File: config.mk
export PLATFORM = sky130hd
export DESIGN_NAME = echo_distance_frame_parser
export DESIGN_NICKNAME = d
export VERILOG_FILES = /design/src/rtl/efdp_pkg.sv /design/src/rtl/efdp_front.sv /design/src/rtl/efdp_fifo.sv /design/src/rtl/efdp_back.sv /design/src/rtl/echo_distance_frame_parser.sv
export SDC_FILE = /design/constraint.sdc
export NUM_CORES = 1
export LEC_CHECK = 0
export BUFFER_PORTS_ARGS = -buffer_cell sky130_fd_sc_hd__buf_2
export CAP_MARGIN = 20
export CORE_ASPECT_RATIO = 0.75
export CORE_MARGIN = 10
export CORE_UTILIZATION = 42
export CTS_CLUSTER_SIZE = 10
export DETAILED_ROUTE_END_ITERATION = 8
export SYNTH_ARGS = -nofsm -noshare
export SYNTH_HDL_FRONTEND = slang
export SYNTH_HIERARCHICAL = 1
export SYNTH_SLANG_ARGS = --single-unit
export TNS_END_PERCENT = 30
File: constraint.sdc
create_clock -name clk -period 6.86 [get_ports clk]
set_input_delay 1.029 -clock clk [delete_from_list [all_inputs] [get_ports clk]]
set_output_delay 1.029 -clock clk [all_outputs]
set_load 0.1 [all_outputs]
File: src/rtl/efdp_pkg.sv
package efdp_pkg;

    // Field widths
    localparam int BYTE_W  = 8;
    localparam int ANGLE_W = 4;
    localparam int DIST_W  = 8;
    localparam int ACC_W   = 14;
    localparam int DIGIT_W = 4;

    // Character codes and reset values
    localparam logic [BYTE_W-1:0] NEWLINE_CHAR = 8'd10;
    localparam logic [BYTE_W-1:0] DIGIT_ZERO   = 8'd48;
    localparam logic [BYTE_W-1:0] DIGIT_NINE   = 8'd57;
    localparam logic [DIST_W-1:0] LIMIT_RESET  = 8'd150;

    // Input selector codes (s_tuser)
    localparam logic CMD_PARSE = 1'b0;
    localparam logic CMD_READ  = 1'b1;

    // Result kind codes (m_tuser)
    localparam logic KIND_REPORT = 1'b0;
    localparam logic KIND_READ   = 1'b1;

    // Parser position: hunting, four distance digits, angle digit, closing newline
    typedef enum logic [2:0] {
        FP_HUNT,
        FP_DIG1,
        FP_DIG2,
        FP_DIG3,
        FP_DIG4,
        FP_ANGLE,
        FP_CLOSE
    } frame_pos_t;

    // Operation handed from the parser to the table side
    typedef struct packed {
        logic               kind;
        logic [ANGLE_W-1:0] angle;
        logic [DIST_W-1:0]  distance;
    } op_t;

endpackage

File: src/rtl/efdp_front.sv
module efdp_front #(
    parameter int TABLE_DEPTH = 10
) (
    input  logic                          clk,
    input  logic                          rst_n,
    // configuration write
    input  logic                          cfg_valid,
    output logic                          cfg_ready,
    input  logic [efdp_pkg::DIST_W-1:0]   cfg_data,
    // incoming item
    input  logic                          in_valid,
    output logic                          in_ready,
    input  logic                          in_cmd,
    input  logic [efdp_pkg::BYTE_W-1:0]   in_byte,
    input  logic [efdp_pkg::ANGLE_W-1:0]  in_read_angle,
    // operation to the queue
    output logic                          op_valid,
    input  logic                          op_ready,
    output efdp_pkg::op_t                 op
);
    import efdp_pkg::*;

    logic [DIST_W-1:0]  limit_reg;
    frame_pos_t         pos_reg, pos_next;
    logic [ACC_W-1:0]   acc_reg, acc_next;
    logic [DIGIT_W-1:0] ang_reg, ang_next;

    logic               accept;
    logic               is_digit;
    logic               is_newline;
    logic [DIGIT_W-1:0] digit;
    logic [BYTE_W-1:0]  digit_full;
    logic [ACC_W-1:0]   acc_step;
    logic [DIST_W-1:0]  clamped;

    assign cfg_ready = 1'b1;
    assign in_ready  = op_ready;
    assign accept    = in_valid && in_ready;

    // Byte classification and decimal accumulate (acc * 10 + digit)
    assign is_newline = (in_byte == NEWLINE_CHAR);
    assign is_digit   = (in_byte >= DIGIT_ZERO) && (in_byte <= DIGIT_NINE);
    assign digit_full = in_byte - DIGIT_ZERO;
    assign digit      = digit_full[DIGIT_W-1:0];
    assign acc_step   = {acc_reg[ACC_W-4:0], 3'b000} + {acc_reg[ACC_W-2:0], 1'b0}
                      + {{(ACC_W-DIGIT_W){1'b0}}, digit};

    // Clamp to the configured limit
    assign clamped = (acc_reg > {{(ACC_W-DIST_W){1'b0}}, limit_reg})
                   ? limit_reg : acc_reg[DIST_W-1:0];

    // Limit register
    always_ff @(posedge clk or negedge rst_n)
    begin
        if (!rst_n)
        begin
            limit_reg <= LIMIT_RESET;
        end
        else if (cfg_valid && cfg_ready)
        begin
            limit_reg <= cfg_data;
        end
    end

    // Parser state
    always_ff @(posedge clk or negedge rst_n)
    begin
        if (!rst_n)
        begin
            pos_reg <= FP_HUNT;
            acc_reg <= '0;
            ang_reg <= '0;
        end
        else
        begin
            pos_reg <= pos_next;
            acc_reg <= acc_next;
            ang_reg <= ang_next;
        end
    end

    // Next state and operation issue
    always_comb
    begin
        pos_next    = pos_reg;
        acc_next    = acc_reg;
        ang_next    = ang_reg;
        op_valid    = 1'b0;
        op.kind     = KIND_REPORT;
        op.angle    = ang_reg;
        op.distance = clamped;

        if (accept && in_cmd == CMD_READ)
        begin
            op_valid    = 1'b1;
            op.kind     = KIND_READ;
            op.angle    = in_read_angle;
            op.distance = '0;
        end
        else if (accept)
        begin
            case (pos_reg)
                FP_HUNT:
                begin
                    if (is_newline)
                    begin
                        pos_next = FP_DIG1;
                        acc_next = '0;
                    end
                end
                FP_DIG1, FP_DIG2, FP_DIG3, FP_DIG4:
                begin
                    if (is_digit)
                    begin
                        acc_next = acc_step;
                        pos_next = frame_pos_t'(pos_reg + 3'd1);
                    end
                    else if (is_newline)
                    begin
                        pos_next = FP_DIG1;
                        acc_next = '0;
                    end
                    else
                    begin
                        pos_next = FP_HUNT;
                    end
                end
                FP_ANGLE:
                begin
                    if (is_digit)
                    begin
                        ang_next = digit;
                        pos_next = FP_CLOSE;
                    end
                    else if (is_newline)
                    begin
                        pos_next = FP_DIG1;
                        acc_next = '0;
                    end
                    else
                    begin
                        pos_next = FP_HUNT;
                    end
                end
                FP_CLOSE:
                begin
                    if (is_newline)
                    begin
                        // frame complete; angles past the table are dropped
                        op_valid = (int'(ang_reg) < TABLE_DEPTH);
                        pos_next = FP_DIG1;
                        acc_next = '0;
                    end
                    else
                    begin
                        pos_next = FP_HUNT;
                    end
                end
                default:
                begin
                    pos_next = FP_HUNT;
                end
            endcase
        end
    end

    // Checks
    a_report_clamped: assert property (@(posedge clk) disable iff (!rst_n)
        op_valid && op.kind == KIND_REPORT |-> op.distance <= limit_reg)
        else $error("report distance above limit");

    a_read_keeps_parser: assert property (@(posedge clk) disable iff (!rst_n)
        accept && in_cmd == CMD_READ |=> $stable(pos_reg) && $stable(acc_reg))
        else $error("read command disturbed the parser");

endmodule

File: src/rtl/efdp_fifo.sv
module efdp_fifo (
    input  logic          clk,
    input  logic          rst_n,
    input  logic          wr_valid,
    output logic          wr_ready,
    input  efdp_pkg::op_t wr_data,
    output logic          rd_valid,
    input  logic          rd_ready,
    output efdp_pkg::op_t rd_data
);
    import efdp_pkg::*;

    // Two entries let both sides stall on their own at full rate
    op_t        mem [2];
    logic       wr_ptr_reg;
    logic       rd_ptr_reg;
    logic [1:0] count_reg;
    logic       push;
    logic       pop;

    assign wr_ready = (count_reg != 2'd2);
    assign rd_valid = (count_reg != 2'd0);
    assign rd_data  = mem[rd_ptr_reg];
    assign push     = wr_valid && wr_ready;
    assign pop      = rd_valid && rd_ready;

    // Storage
    always_ff @(posedge clk)
    begin
        if (push)
        begin
            mem[wr_ptr_reg] <= wr_data;
        end
    end

    // Pointers and fill count
    always_ff @(posedge clk or negedge rst_n)
    begin
        if (!rst_n)
        begin
            wr_ptr_reg <= 1'b0;
            rd_ptr_reg <= 1'b0;
            count_reg  <= 2'd0;
        end
        else
        begin
            if (push)
            begin
                wr_ptr_reg <= ~wr_ptr_reg;
            end
            if (pop)
            begin
                rd_ptr_reg <= ~rd_ptr_reg;
            end
            if (push && !pop)
            begin
                count_reg <= count_reg + 2'd1;
            end
            else if (pop && !push)
            begin
                count_reg <= count_reg - 2'd1;
            end
        end
    end

endmodule

File: src/rtl/efdp_back.sv
module efdp_back #(
    parameter int TABLE_DEPTH = 10
) (
    input  logic                          clk,
    input  logic                          rst_n,
    // operation from the queue
    input  logic                          op_valid,
    output logic                          op_ready,
    input  efdp_pkg::op_t                 op,
    // result
    output logic                          res_valid,
    input  logic                          res_ready,
    output logic                          res_kind,
    output logic [efdp_pkg::ANGLE_W-1:0]  res_angle,
    output logic [efdp_pkg::DIST_W-1:0]   res_distance
);
    import efdp_pkg::*;

    localparam int IDX_W = (TABLE_DEPTH > 1) ? $clog2(TABLE_DEPTH) : 1;

    logic [DIST_W-1:0]  table_reg [TABLE_DEPTH];
    logic               valid_reg;
    logic               kind_reg;
    logic [ANGLE_W-1:0] angle_reg;
    logic [DIST_W-1:0]  dist_reg;

    logic               pop;
    logic               in_range;
    logic [IDX_W-1:0]   idx;
    logic [DIST_W-1:0]  read_dist;

    assign op_ready  = !valid_reg || res_ready;
    assign pop       = op_valid && op_ready;
    assign in_range  = (int'(op.angle) < TABLE_DEPTH);
    assign idx       = op.angle[IDX_W-1:0];
    assign read_dist = in_range ? table_reg[idx] : '0;

    // Distance table, cleared at reset
    always_ff @(posedge clk or negedge rst_n)
    begin
        if (!rst_n)
        begin
            for (int i = 0; i < TABLE_DEPTH; i++)
            begin
                table_reg[i] <= '0;
            end
        end
        else if (pop && op.kind == KIND_REPORT && in_range)
        begin
            table_reg[idx] <= op.distance;
        end
    end

    // Output register valid
    always_ff @(posedge clk or negedge rst_n)
    begin
        if (!rst_n)
        begin
            valid_reg <= 1'b0;
        end
        else if (op_ready)
        begin
            valid_reg <= op_valid;
        end
    end

    // Output register payload
    always_ff @(posedge clk)
    begin
        if (pop)
        begin
            kind_reg  <= op.kind;
            angle_reg <= op.angle;
            dist_reg  <= (op.kind == KIND_READ) ? read_dist : op.distance;
        end
    end

    assign res_valid    = valid_reg;
    assign res_kind     = kind_reg;
    assign res_angle    = angle_reg;
    assign res_distance = dist_reg;

    // Checks
    a_pop_gives_result: assert property (@(posedge clk) disable iff (!rst_n)
        pop |=> res_valid)
        else $error("popped operation produced no result");

    a_write_lands: assert property (@(posedge clk) disable iff (!rst_n)
        pop && op.kind == KIND_REPORT && in_range
        |=> table_reg[$past(idx)] == $past(op.distance))
        else $error("table write lost");

    a_read_past_table: assert property (@(posedge clk) disable iff (!rst_n)
        pop && op.kind == KIND_READ && !in_range |=> res_distance == '0)
        else $error("read beyond table not zero");

    a_kind_follows: assert property (@(posedge clk) disable iff (!rst_n)
        pop |=> res_kind == $past(op.kind) && res_angle == $past(op.angle))
        else $error("result kind or angle mismatch");

endmodule

File: src/rtl/echo_distance_frame_parser.sv
// The queue takes the item at the accepting edge; the back end then moves it from the queue
// into the output register when that register is free, and holds it there until it is taken.
// Throughput: one item per cycle while the queue has room; parser, queue and table each take
// one item a cycle. A byte that ends no frame, or ends one past the table, gives no result.
// Reset (rst_n low, asynchronous): parser hunts for a newline, limit is 150, table is zero.
// The table clears at once in flip-flops; the block accepts items right after reset.
module echo_distance_frame_parser #(
    parameter int TABLE_DEPTH = 10
) (
    input  logic        clk,
    input  logic        rst_n,
    // configuration: distance limit
    input  logic        cfg_valid,
    output logic        cfg_ready,
    input  logic [7:0]  cfg_data,
    // input stream
    input  logic        s_tvalid,
    output logic        s_tready,
    input  logic [15:0] s_tdata,   // [7:0] rx_byte, [11:8] read_angle, [15:12] zero
    input  logic        s_tuser,   // cmd
    // result stream
    output logic        m_tvalid,
    input  logic        m_tready,
    output logic [15:0] m_tdata,   // [3:0] angle, [11:4] distance, [15:12] zero
    output logic        m_tuser    // kind
);
    import efdp_pkg::*;

    logic               f_valid;
    logic               f_ready;
    op_t                f_op;
    logic               q_valid;
    logic               q_ready;
    op_t                q_op;
    logic [ANGLE_W-1:0] res_angle;
    logic [DIST_W-1:0]  res_distance;

    efdp_front #(
        .TABLE_DEPTH (TABLE_DEPTH)
    ) u_front (
        .clk           (clk),
        .rst_n         (rst_n),
        .cfg_valid     (cfg_valid),
        .cfg_ready     (cfg_ready),
        .cfg_data      (cfg_data),
        .in_valid      (s_tvalid),
        .in_ready      (s_tready),
        .in_cmd        (s_tuser),
        .in_byte       (s_tdata[7:0]),
        .in_read_angle (s_tdata[11:8]),
        .op_valid      (f_valid),
        .op_ready      (f_ready),
        .op            (f_op)
    );

    efdp_fifo u_fifo (
        .clk      (clk),
        .rst_n    (rst_n),
        .wr_valid (f_valid),
        .wr_ready (f_ready),
        .wr_data  (f_op),
        .rd_valid (q_valid),
        .rd_ready (q_ready),
        .rd_data  (q_op)
    );

    efdp_back #(
        .TABLE_DEPTH (TABLE_DEPTH)
    ) u_back (
        .clk          (clk),
        .rst_n        (rst_n),
        .op_valid     (q_valid),
        .op_ready     (q_ready),
        .op           (q_op),
        .res_valid    (m_tvalid),
        .res_ready    (m_tready),
        .res_kind     (m_tuser),
        .res_angle    (res_angle),
        .res_distance (res_distance)
    );

    assign m_tdata = {4'b0000, res_distance, res_angle};

endmodule

==> flow_summary.json <==
{
  "status": "finished, final reports clean",
  "area.sequential_sq_um": 4030,
  "via_per_inst": 5.46,
  "hold_viol_final": 0,
  "final.setup.tns_ns": 0,
  "wl_mm": 16.4,
  "p_clk_share_pct": 26.9,
  "hold_depth": 2,
  "rsz0062_at_grt": "no",
  "timing.rr.start": "u_fifo/rd_ptr_reg$_DFFE_PN0P_",
  "track_usage_pct": 13.7,
  "area_growth_pct": 12.1,
  "num_io_pins": 50,
  "numClockSinks": 153,
  "clock.fmax_ghz": 0.316,
  "reg2reg_to": "u_back/res_distance[5]$_DFFE_PP_",
  "synth_edf_count": 39,
  "cts_resized": 0,
  "cts_hold_buf": 0,
  "synth_top_area_share_pct": 34.7,
  "start_util_pct": 42.9,
  "grt_pass1_wl_mm": 27.4,
  "reg2reg_slack_ns": 3.73,
  "worstHoldPathType": "flip-flop to flip-flop",
  "nFillCells": 1662,
  "ys_types": 73,
  "setup_viol": 0,
  "min_to": "u_back/table_reg[15]$_DFFE_PN0P_",
  "core_area_sq_um": 18500,
  "cts_buffers": 17,
  "dp_hpwl_mm": 11.7,
  "min_period_ns": 3.16,
  "period_share_pct": 46.1,
  "gr-total-overflow": 0,
  "ys_warn_count": 6,
  "hold_ws_ns": 0.496,
  "ys_seq_elements": 153,
  "setup.worst_path.class": "input port to flip-flop",
  "crit_start": "s_tdata[3]",
  "rr_worst_depth": 6,
  "synth_flop_cell": "dfrtp_1",
  "drc": 0,
  "yosys.area.top_type": "dfrtp_1",
  "drive_gt1_share_pct": 30.9,
  "die_width_um": 179,
  "place_ws_ns": 3.27,
  "synthesis.area_sq_um": 7940,
  "multi_input_area_sq_um": 3640,
  "detail_route.wl_per_cell_um": 18.1,
  "fin_nets": 717,
  "power.density_nw_per_um2": 392,
  "largest_reg_flops": 80,
  "post_cts_buffers": 0,
  "fp.dieH_um": 139,
  "num_rows": 43,
  "clkTransAtPathRegs_ns": 0.06,
  "startpoint_type": "input port",
  "worstHoldStart": "u_back/table_reg[15]$_DFFE_PN0P_",
  "max-cap-violations": 0,
  "drt_iter0_drc": 298,
  "drv_slew": 0,
  "numPortBuffers": 40,
  "cts_tree": "yes",
  "crit_required_ns": 7.22,
  "arrival_ns": 3.52,
  "gp_congestion": 0.796,
  "clock_path_buffers": 2,
  "num_vias": 4972,
  "synth_seq_area_share_pct": 50.7,
  "fp.dieArea_sq_um": 24900,
  "p_leak_nw": 4.12,
  "dr.pass1.iters": 4,
  "synthCells": 617,
  "grt_max_degree": 82,
  "n_antenna_cell": 0,
  "path_max_fanout": 3,
  "dp.cells": 876,
  "synth_area_leaders": "dfrtp_1, edfxtp_1, mux2_2, ha_1, mux2i_1",
  "p_sw_share_pct": 36.7,
  "instances_no_fill": 910,
  "synthArstFlopShare_pct": 74.5,
  "syn_avg_cell_area_sq_um": 12.9,
  "h-tree-depth": 4,
  "comb_power_share_pct": 33.5,
  "crit_path_end_kind": "flip-flop",
  "slew_headroom_pct": 46.4,
  "clock_latency_ns": 0.42,
  "p_switching_w": 0.00128,
  "worst_pin_slew_ns": 0.783,
  "power_frac_seq_pct": 39.6,
  "max-vdd-ir-drop_uv": 365,
  "grt_pass1_vias": 5188,
  "clockRootBuffer": "clkbuf_16",
  "final.setup.worst_slack_ns": 3.70,
  "internal_power_w": 0.00221,
  "antenna_found_initial": 0,
  "antenna_left": 0,
  "fin_skew_ns": 0.0142
}
worst max-delay path by stage:
stage                                       end  slack, ns  cells past startpoint
3_3_place_gp    u_front/acc_reg[12]$_DFFE_PN0P_       3.30                     11
4_1_cts         u_front/acc_reg[12]$_DFFE_PN0P_       3.73                     11
3_5_place_dp    u_front/acc_reg[12]$_DFFE_PN0P_       3.27                     11
2_1_floorplan   u_front/acc_reg[12]$_DFFE_PN0P_       3.76                     10
6_report        u_front/acc_reg[12]$_DFFE_PN0P_       3.70                     11
5_1_grt        u_back/res_distance[5]$_DFFE_PP_       3.54                      6
stage by stage:
step	total power (W)	utilization, %	area [sq um]
after global placement	0.00253	44.7	8270
after floorplan	0.00236	-	7960
after detailed placement	0.00258	44.7	8270
final	0.00349	48.1	8910
after CTS	0.00353	47.9	8870
after global routing	0.00369	48.1	8910
power by group through the flow:
stage / clock [W] / combinational (W) / sequential, W
after CTS: 0.000967 / 0.00118 / 0.00139
after global placement: 0 / 0.00115 / 0.00138
final: 0.000940 / 0.00117 / 0.00138
after global routing: 0.00102 / 0.00126 / 0.00142
after floorplan: 0 / 0.000726 / 0.00163
after detailed placement: 0 / 0.00117 / 0.00140
routing by layer:
| layer | share of wire (%) | GRT usage, % | routed length, um |
|---|---|---|---|
| met1 | 51 | 19.9 | 8380 |
| met2 | 44 | 19.6 | 7210 |
| met3 | 4.5 | 4.03 | 734 |
| met4 | 0.65 | 2.95 | 106 |
| met5 | 0 | 0 | 0 |
cell type report:
class                   count  area share [%]
clock buffers              18            5.06
clock inverters            14            1.70
inverters                  20           0.843
multi-input cells         414            40.9
flip-flops and latches    153            45.2
well taps                 247            3.47
repair buffers             44            2.84
layout by cell type, fill, tap and decap left out, drive strengths merged, types with 3 or more instances in the layout:
master / Yosys / routed
nand4: 10 / 10
nand3: 12 / 12
clkbuf: 12 / 18
clkinv: 1 / 3
mux2i: 18 / 18
a211o: 6 / 6
dfstp: 4 / 4
a21oi: 19 / 19
nand2: 25 / 25
o31ai: 9 / 9
mux2: 99 / 99
or2: 4 / 4
nand3b: 4 / 4
o21ai: 22 / 22
nor2: 28 / 28
inv: 19 / 28
ha: 35 / 35
a2111oi: 8 / 8
buf: 21 / 44
mux4: 8 / 8
dfrtp: 110 / 110
nor2b: 19 / 19
xnor2: 11 / 11
nand2b: 7 / 7
conb: 2 / 5
a211oi: 9 / 9
a22o: 12 / 12
o211ai: 4 / 4
a21o: 7 / 7
nor3: 4 / 4
edfxtp: 39 / 39
xor2: 4 / 4
critical path, stage by stage:
cell      delay, ns
buf_2          0.10
inv_1          0.08
fa_1           0.54
inv_1          0.07
fa_1           0.48
a211oi_1       0.31
o21ai_0        0.20
a31oi_1        0.27
xnor2_1        0.20
a21oi_1        0.11
nor2_1         0.14
logic make-up (layout without fill, tap and decap cells):
| logic type | Yosys count | count (layout) | synth area share [%] |
|---|---|---|---|
| compound gates | 109 | 109 | 9.61 |
| buf+inv | 53 | 96 | 3.61 |
| mux | 125 | 125 | 18.6 |
| simple gates | 123 | 123 | 9.69 |
| other cells | 2 | 5 | 0.0945 |
| flops | 153 | 153 | 50.7 |
| fa+ha+maj | 37 | 37 | 6.02 |
| xor+xnor | 15 | 15 | 1.65 |
cell usage after synthesis, types with 11 or more instances:
master	number
a21oi_1	18
nand3_1	11
edfxtp_1	39
inv_1	19
mux2i_1	18
a22o_1	12
o21ai_0	19
ha_1	35
dfrtp_1	110
clkbuf_1	11
xnor2_1	11
nor2b_1	18
nand2_1	23
nor2_1	24
mux2_2	98
Note: power is estimated with default switching activity, not from simulation.
